<file path="config.mk">
export PLATFORM = sky130hd
export DESIGN_NAME = html_entity_decoder_core
export DESIGN_NICKNAME = d
export VERILOG_FILES = /design/src/sv/hed_pkg.sv /design/src/sv/hed_front.sv /design/src/sv/hed_queue.sv /design/src/sv/hed_back.sv /design/src/sv/html_entity_decoder_core.sv
export VERILOG_INCLUDE_DIRS = /design/src /design/src/sv
export SDC_FILE = /design/constraint.sdc
export NUM_CORES = 1
export LEC_CHECK = 0
export BUFFER_PORTS_ARGS = -buffer_cell sky130_fd_sc_hd__buf_2
export CORE_AREA = 4 4 119 121
export CTS_CLUSTER_SIZE = 25
export DETAILED_ROUTE_END_ITERATION = 8
export DIE_AREA = 0 0 123 125
export GPL_ROUTABILITY_DRIVEN = 0
export PLACE_DENSITY = 0.78
export SYNTH_ARGS = -nofsm -noshare
export SYNTH_HDL_FRONTEND = slang
export SYNTH_SLANG_ARGS = --single-unit
</file>
<file path="constraint.sdc">
create_clock -name clk_i -period 11.3 [get_ports clk_i]
set_input_delay 0.565 -clock clk_i [delete_from_list [all_inputs] [get_ports clk_i]]
set_output_delay 0.565 -clock clk_i [all_outputs]
set_load 0.01 [all_outputs]
</file>
<file path="src/sv/html_entity_decoder_core_assert.svh">
// Assertion macros shared by the entity decoder RTL.
// Expects clk_i and rst_ni in the scope of each use.
`ifndef HTML_ENTITY_DECODER_CORE_ASSERT_SVH
`define HTML_ENTITY_DECODER_CORE_ASSERT_SVH

// Invariant checked at every clock edge outside reset.
`define HED_ASSERT(lbl, prop, msg) \
  lbl: assert property (@(posedge clk_i) disable iff (!rst_ni) (prop)) else $error(msg);

// Condition in one cycle implies a property in the next.
`define HED_ASSERT_NEXT(lbl, trig, prop, msg) \
  lbl: assert property (@(posedge clk_i) disable iff (!rst_ni) (trig) |=> (prop)) \
    else $error(msg);

`endif

</file>
<file path="src/sv/hed_pkg.sv">
// Shared types and constants for the HTML entity decoder.
// No dependencies; imported by all decoder modules.
package hed_pkg;

  localparam int unsigned HOLD_MAX = 5;  // longest proper entity prefix
  localparam int unsigned JOB_MAX  = 6;  // most output beats per input beat
  localparam int unsigned ENT_NUM  = 5;
  localparam int unsigned CNT_W    = $clog2(JOB_MAX + 1);

  localparam logic [7:0] AMP_CHAR = 8'h26;

  typedef logic [CNT_W-1:0] cnt_t;

  // Entity spellings, zero padded to JOB_MAX bytes.
  localparam logic [7:0] ENT_TEXT [ENT_NUM][JOB_MAX] = '{
    '{"&", "q", "u", "o", "t", ";"},
    '{"&", "a", "p", "o", "s", ";"},
    '{"&", "l", "t", ";", 8'h00, 8'h00},
    '{"&", "g", "t", ";", 8'h00, 8'h00},
    '{"&", "a", "m", "p", ";", 8'h00}
  };
  localparam cnt_t ENT_LEN [ENT_NUM] = '{cnt_t'(6), cnt_t'(6), cnt_t'(4), cnt_t'(4),
                                         cnt_t'(5)};
  localparam logic [7:0] ENT_DEC [ENT_NUM] = '{8'h22, 8'h27, 8'h3c, 8'h3e, 8'h26};

  typedef struct packed {
    logic [7:0] text_byte;
    logic       line_end;
  } in_t;

  typedef struct packed {
    logic [7:0] out_byte;
    logic       last_of_run;
    logic       ends_line;
  } out_t;

  // One emit job: chars[0 .. cnt-1] go out in order, eol marks the last.
  typedef struct packed {
    logic [JOB_MAX-1:0][7:0] chars;
    cnt_t                    cnt;
    logic                    eol;
  } job_t;

  // Front-to-queue write request.
  typedef struct packed {
    logic push;
    job_t job;
  } job_req_t;

endpackage

</file>
<file path="src/sv/hed_front.sv">
// Front end: accepts input beats, matches held prefix against entities,
// builds emit jobs. Depends on hed_pkg and the assertion header.
`include "html_entity_decoder_core_assert.svh"

module hed_front (
  input  logic             clk_i,
  input  logic             rst_ni,
  input  logic             in_valid_i,
  input  hed_pkg::in_t     in_data_i,
  input  logic             q_full_i,
  output logic             in_stall_o,
  output hed_pkg::job_req_t req_o
);
  import hed_pkg::*;

  logic [7:0] held_q [HOLD_MAX];
  logic [7:0] held_d [HOLD_MAX];
  cnt_t       cnt_q, cnt_d;

  logic [7:0]         cand [JOB_MAX];
  logic [ENT_NUM-1:0] pre, full;
  logic [7:0]         dec;
  logic               accept;
  job_t               job;

  assign in_stall_o = q_full_i;
  assign accept     = in_valid_i && !q_full_i;

  // candidate = held bytes followed by the new byte
  always_comb begin
    for (int i = 0; i < HOLD_MAX; i++) begin
      cand[i] = (cnt_t'(i) < cnt_q) ? held_q[i] : in_data_i.text_byte;
    end
    cand[HOLD_MAX] = in_data_i.text_byte;
  end

  always_comb begin
    dec = '0;
    for (int e = 0; e < ENT_NUM; e++) begin
      pre[e] = cnt_q < ENT_LEN[e];
      for (int i = 0; i < JOB_MAX; i++) begin
        if (cnt_t'(i) <= cnt_q && cand[i] != ENT_TEXT[e][i]) begin
          pre[e] = 1'b0;
        end
      end
      full[e] = pre[e] && (cnt_q + cnt_t'(1) == ENT_LEN[e]);
      if (full[e]) begin
        dec = dec | ENT_DEC[e];
      end
    end
  end

  always_comb begin
    held_d = held_q;
    cnt_d  = cnt_q;
    for (int i = 0; i < JOB_MAX; i++) begin
      job.chars[i] = cand[i];
    end
    job.cnt = '0;
    job.eol = in_data_i.line_end;
    if (|full) begin
      job.chars[0] = dec;
      job.cnt      = cnt_t'(1);
      cnt_d        = '0;
    end else if (|pre && cnt_q < cnt_t'(HOLD_MAX)) begin
      for (int i = 0; i < HOLD_MAX; i++) begin
        if (cnt_t'(i) == cnt_q) begin
          held_d[i] = in_data_i.text_byte;
        end
      end
      cnt_d = cnt_q + cnt_t'(1);
      if (in_data_i.line_end) begin
        job.cnt = cnt_q + cnt_t'(1);
        cnt_d   = '0;
      end
    end else begin
      // mismatch: flush held bytes, then re-examine the new byte alone
      job.cnt = cnt_q;
      cnt_d   = '0;
      if (in_data_i.text_byte != AMP_CHAR || in_data_i.line_end) begin
        job.cnt = cnt_q + cnt_t'(1);
      end else begin
        held_d[0] = in_data_i.text_byte;
        cnt_d     = cnt_t'(1);
      end
    end
  end

  assign req_o.push = accept && (job.cnt != '0);
  assign req_o.job  = job;

  always_ff @(posedge clk_i or negedge rst_ni) begin
    if (!rst_ni) begin
      cnt_q <= '0;
    end else if (accept) begin
      cnt_q <= cnt_d;
    end
  end

  always_ff @(posedge clk_i) begin
    if (accept) begin
      held_q <= held_d;
    end
  end

  `HED_ASSERT(a_held_range, cnt_q <= cnt_t'(HOLD_MAX), "held count out of range")

endmodule

</file>
<file path="src/sv/hed_queue.sv">
// Two-entry job queue between front end and emitter.
// Depends on hed_pkg and the assertion header.
`include "html_entity_decoder_core_assert.svh"

module hed_queue (
  input  logic              clk_i,
  input  logic              rst_ni,
  input  hed_pkg::job_req_t req_i,
  input  logic              pop_i,
  output logic              full_o,
  output logic              head_valid_o,
  output hed_pkg::job_t     head_o
);
  import hed_pkg::*;

  job_t       mem_q [2];
  logic       wr_ptr_q, rd_ptr_q;
  logic [1:0] cnt_q, cnt_d;

  assign full_o       = cnt_q == 2'd2;
  assign head_valid_o = cnt_q != 2'd0;
  assign head_o       = mem_q[rd_ptr_q];

  always_comb begin
    cnt_d = cnt_q;
    if (req_i.push && !pop_i) begin
      cnt_d = cnt_q + 2'd1;
    end else if (!req_i.push && pop_i) begin
      cnt_d = cnt_q - 2'd1;
    end
  end

  always_ff @(posedge clk_i or negedge rst_ni) begin
    if (!rst_ni) begin
      wr_ptr_q <= 1'b0;
      rd_ptr_q <= 1'b0;
      cnt_q    <= 2'd0;
    end else begin
      cnt_q <= cnt_d;
      if (req_i.push) begin
        wr_ptr_q <= !wr_ptr_q;
      end
      if (pop_i) begin
        rd_ptr_q <= !rd_ptr_q;
      end
    end
  end

  always_ff @(posedge clk_i) begin
    if (req_i.push) begin
      mem_q[wr_ptr_q] <= req_i.job;
    end
  end

  `HED_ASSERT(a_no_overflow, !(req_i.push && full_o), "push into full queue")
  `HED_ASSERT(a_no_underflow, !(pop_i && !head_valid_o), "pop from empty queue")

endmodule

</file>
<file path="src/sv/hed_back.sv">
// Emitter: walks the head job one byte per cycle into the output register while out_stall_i is low.
// Depends on hed_pkg and the assertion header.
`include "html_entity_decoder_core_assert.svh"

module hed_back (
  input  logic          clk_i,
  input  logic          rst_ni,
  input  logic          head_valid_i,
  input  hed_pkg::job_t head_i,
  output logic          pop_o,
  output logic          out_valid_o,
  input  logic          out_stall_i,
  output hed_pkg::out_t out_data_o
);
  import hed_pkg::*;

  cnt_t idx_q, idx_d;
  logic out_valid_q, out_valid_d;
  out_t out_q, out_d;
  logic load, last;

  assign load  = head_valid_i && (!out_valid_q || !out_stall_i);
  assign last  = idx_q == head_i.cnt - cnt_t'(1);
  assign pop_o = load && last;

  always_comb begin
    idx_d             = idx_q;
    out_valid_d       = out_valid_q && out_stall_i;
    out_d.out_byte    = head_i.chars[idx_q];
    out_d.last_of_run = last;
    out_d.ends_line   = last && head_i.eol;
    if (load) begin
      out_valid_d = 1'b1;
      idx_d       = last ? '0 : idx_q + cnt_t'(1);
    end
  end

  always_ff @(posedge clk_i or negedge rst_ni) begin
    if (!rst_ni) begin
      idx_q       <= '0;
      out_valid_q <= 1'b0;
    end else begin
      idx_q       <= idx_d;
      out_valid_q <= out_valid_d;
    end
  end

  always_ff @(posedge clk_i) begin
    if (load) begin
      out_q <= out_d;
    end
  end

  assign out_valid_o = out_valid_q;
  assign out_data_o  = out_q;

  `HED_ASSERT(a_idx_range, !head_valid_i || idx_q < head_i.cnt, "emit index past job end")
  `HED_ASSERT(a_eol_last, !out_valid_q || !out_q.ends_line || out_q.last_of_run,
              "line end on non-final beat")

endmodule

</file>
<file path="src/sv/html_entity_decoder_core.sv">
// HTML entity decoder core: decodes &quot; &apos; &lt; &gt; &amp; in a byte stream.
// Top level; instantiates hed_front, hed_queue and hed_back; uses hed_pkg.
//
// Usage:
//   Input channel (in_valid_i / in_stall_o / in_data_i): one text byte per beat,
//   with line_end set on the last byte of a line. Bytes that may still start an
//   entity are held; a full entity yields its single decoded character, a
//   mismatch flushes the held bytes unchanged, and line_end flushes everything.
//   Output channel (out_valid_o / out_stall_i / out_data_o): zero to six beats
//   per input beat. last_of_run marks the final output beat of an input beat;
//   ends_line additionally marks it when that input beat ended a line.
//   Path: a beat with output goes through a job queue write, then an output
//   register load. Throughput: one input beat per cycle while each beat yields
//   at most one output beat and out_stall_i is low; a beat producing several
//   outputs holds the emitter until all are out, since the emitter drives one
//   byte per cycle from the head of the job queue while out_stall_i is low.
//   Stall: out_stall_i freezes the output register; the two-entry job queue
//   keeps the front end accepting until it fills, then in_stall_o rises.
//   Reset (rst_ni, async low) empties the hold buffer, queue and output register.
module html_entity_decoder_core (
  input  logic          clk_i,
  input  logic          rst_ni,
  input  logic          in_valid_i,
  output logic          in_stall_o,
  input  hed_pkg::in_t  in_data_i,
  output logic          out_valid_o,
  input  logic          out_stall_i,
  output hed_pkg::out_t out_data_o
);
  import hed_pkg::*;

  job_req_t req;
  job_t     head;
  logic     q_full, head_valid, pop;

  // classify beats, keep the hold buffer, build emit jobs
  hed_front u_front (
    .clk_i      (clk_i),
    .rst_ni     (rst_ni),
    .in_valid_i (in_valid_i),
    .in_data_i  (in_data_i),
    .q_full_i   (q_full),
    .in_stall_o (in_stall_o),
    .req_o      (req)
  );

  // decouples front end from emitter stalls
  hed_queue u_queue (
    .clk_i        (clk_i),
    .rst_ni       (rst_ni),
    .req_i        (req),
    .pop_i        (pop),
    .full_o       (q_full),
    .head_valid_o (head_valid),
    .head_o       (head)
  );

  // one output beat per cycle from the head job while out_stall_i is low
  hed_back u_back (
    .clk_i        (clk_i),
    .rst_ni       (rst_ni),
    .head_valid_i (head_valid),
    .head_i       (head),
    .pop_o        (pop),
    .out_valid_o  (out_valid_o),
    .out_stall_i  (out_stall_i),
    .out_data_o   (out_data_o)
  );

endmodule

</file>
==> results.sh <==
export IMPL_reg2regPathDepth=8
export IMPL_area_growth_synth_to_final_pct=10.6
export IMPL_switching_share_pct=34.6
export IMPL_numClockSinks=165
export IMPL_dieArea_sq_um=15400
export IMPL_hold_buffers=0
export IMPL_clkLatencyLatePin_ps=420
export IMPL_grt_ovfl_total=0
export IMPL_synth_cells=557
export IMPL_p_int_mw=1.61
export IMPL_ys_ff_latch=165
export IMPL_power_mw=2.46
export IMPL_comb_power_share_pct=35.2
export IMPL_fp_dieH_um=125
export IMPL_post_cts_buffers=0
export IMPL_synth_warnings=0
export IMPL_grt_pass1_vias=4724
export IMPL_antenna_found_initial=0
export IMPL_path_class="flip-flop to flip-flop"
export IMPL_maxCapViolCount=0
export IMPL_slew_limit_headroom_pct=15.2
export IMPL_grt_max_degree=53
export IMPL_fp_coreArea_sq_um=13100
export IMPL_synth_edf_count=154
export IMPL_max_stage_delay_ps=890
export IMPL_antenna_cells=0
export IMPL_power_density_nw_per_um2=291
export IMPL_final_area_sq_um=8470
export IMPL_initial_utilization_pct=58.6
export IMPL_num_rows=42
export IMPL_cts_tree="built"
export IMPL_p_sw_uw=853
export IMPL_clk_pin_slew_ps=60
export IMPL_rr_startpoint="u_front.cnt_q[1]"
export IMPL_hpwl_mm=11.1
export IMPL_worstPathArrival_ps=4530
export IMPL_die_x_um=123
export IMPL_grt_pass1_wl_mm=26.3
export IMPL_leakage_nw=2.99
export IMPL_place_ws_ps=6950
export IMPL_nets=595
export IMPL_drive_gt1_share_pct=17.0
export IMPL_timing_final_crit_share_pct=39.7
export IMPL_clockBufferDepth=2
export IMPL_vias=4939
export IMPL_synthArstFlopShare_pct=6.67
export IMPL_slew_viol_final=0
export IMPL_cp_data_required_time_ps=11340
export IMPL_fin_skew_ps=9.95
export IMPL_period_needed_ps=4490
export IMPL_setup_tns_ps=0
export IMPL_setup_viol=0
export IMPL_cts_root_buf="clkbuf_16"
export IMPL_synth_area_sq_um=7660
export IMPL_cts_buffers=17
export IMPL_p_clk_share_pct=21.6
export IMPL_synth_seq_area_share_pct=63.9
export IMPL_cp_slowest_cell="a211oi_1"
export IMPL_critPathLaunchType="flip-flop"
export IMPL_r2r_setup_slack_ps=6810
export IMPL_netlist_cell_type_count=65
export IMPL_synth_top_area_share_pct=60.4
export IMPL_hp_class="primary input to async pin"
export IMPL_peakVddDrop_mv=0.141
export IMPL_dr_pass1_iters=7
export IMPL_routed_via_density=6.47
export IMPL_holdWs_ps=23.3
export IMPL_p_seq_share_pct=43.1
export IMPL_tightestPinTransition_ps=1260
export IMPL_syn_area_per_cell_sq_um=13.8
export IMPL_setup_slack_ps=6810
export IMPL_cp_max_fo=18
export IMPL_timing_fmax_mhz=223
export IMPL_drc=0
export IMPL_end_kind="flip-flop"
export IMPL_cts_resized=0
export IMPL_placed_area_sq_um=7920
export IMPL_yosysMostFrequentCell="edfxtp_1"
export IMPL_drtAntennaViolNets=0
export IMPL_htree_num_levels=4
export IMPL_wl_per_cell_um=21.9
export IMPL_grt_usage_pct=23.0
export IMPL_finalWirelength_mm=16.7
export IMPL_io_buffer_count=24
export IMPL_syn_nets=578
export IMPL_drt_iter0_markers=831
export IMPL_rr_endpoint="u_front.held_q[34]"
export IMPL_rsz0062_at_grt="no"
export IMPL_synthTopCellsByCount="154 x edfxtp_1, 94 x nand2_1, 24 x mux4_2"
export IMPL_status="complete, no violations"
export IMPL_hold_viol=0
export IMPL_synth_ff_type="edfxtp_1"
export IMPL_yosysTopAreaCell="edfxtp_1"
export IMPL_synth_area_leaders="edfxtp_1 60%, mux4_2 7.1%, nand2_1 4.6%"
export IMPL_pin_count=25
export IMPL_path_cells="or2_1 > mux2i_1 > o41ai_1 > o2111ai_1 > o32ai_1 > a21oi_2 > or3b_1 > a211oi_1"
how the worst max path moves through the flow:
stage          cells past startpoint                   to             start  slack (ps)
2_1_floorplan                     10  u_queue.mem_q[0][0]  u_front.cnt_q[1]        6020
6_report                           8   u_front.held_q[34]  u_front.cnt_q[1]        6810
4_1_cts                            9   u_front.held_q[24]  u_front.cnt_q[1]        6920
5_1_grt                            8   u_front.held_q[38]  u_front.cnt_q[1]        6460
3_3_place_gp                       9   u_front.held_q[24]  u_front.cnt_q[1]        7070
3_5_place_dp                       9   u_front.held_q[24]  u_front.cnt_q[1]        6950
per-stage QoR:
stage | util [%] | std cells
global route | 64.8 | 763
CTS | 64.8 | 763
floorplan | - | 557
finish | 64.8 | 763
global placement | 60.6 | 731
detailed placement | 60.6 | 731
layout make-up:
cell class,count,area (sq um)
multi-input combinational,340,2570
timing repair buffer,29,158
sequential,165,4900
fill,884,4610
clock inverter,8,77.6
clock buffer,24,472
inverter,21,78.8
tap,176,220
worst max-delay path: cells and delay by family (launching register included):
| kind | cells | cell delay (ps) |
|---|---|---|
| and+or+nand+nor | 2 | 910 |
| DFF | 1 | 720 |
| AOI/OAI and AO/OA | 5 | 2240 |
| muxes | 1 | 230 |
cell usage in the layout (no fill, tap or decap), types with 9 or more instances in the layout:
cell type    n
a21oi_1      9
buf_2       24
clkbuf_16   17
dfrtp_1     10
edfxtp_1   154
inv_1       21
mux2i_1     21
mux4_2      24
nand2_1     94
nor2_1      18
o21ai_0     19
o22ai_1      9
state kept, by name (all words and copies together) (netlist names):
signal,count
u_queue.rd_ptr_q,1
u_back.out_data_o,10
u_queue.mem_q,104
u_back.idx_q,3
u_queue.cnt_q,2
u_back.out_valid_o,1
u_queue.wr_ptr_q,1
u_front.cnt_q,3
u_front.held_q,40
power by group through the flow:
stage          sequential (mW)  combinational (mW)  clock (mW)
6_report                  1.06               0.868       0.533
5_1_grt                   1.09               0.943       0.573
4_1_cts                   1.07               0.862       0.539
3_5_place_dp              1.08               0.855           0
3_3_place_gp              1.06               0.836           0
2_1_floorplan             1.03               0.660           0
per-layer routing:
layer / vias up / wire [um] / global-route usage, %
li1: 2163 / - / -
met1: 2401 / 6620 / 32.3
met2: 317 / 8020 / 35.2
met3: 58 / 1530 / 4.43
met4: 0 / 523 / 10.6
met5: - / 0 / 0
cells by family (layout without fill, tap and decap cells):
kind of cell	count (synthesis)	in the layout	share of synthesized area (%)
AOI/OAI and AO/OA	74	74	6.73
adders and majority gates	8	8	1.31
muxes	52	52	10.8
xor gates and xnor gates	10	10	1.14
and+or+nand+nor	196	196	13.4
buffers and inverters	52	82	2.68
DFF	165	165	63.9
Power figures use the tool's default switching activity.
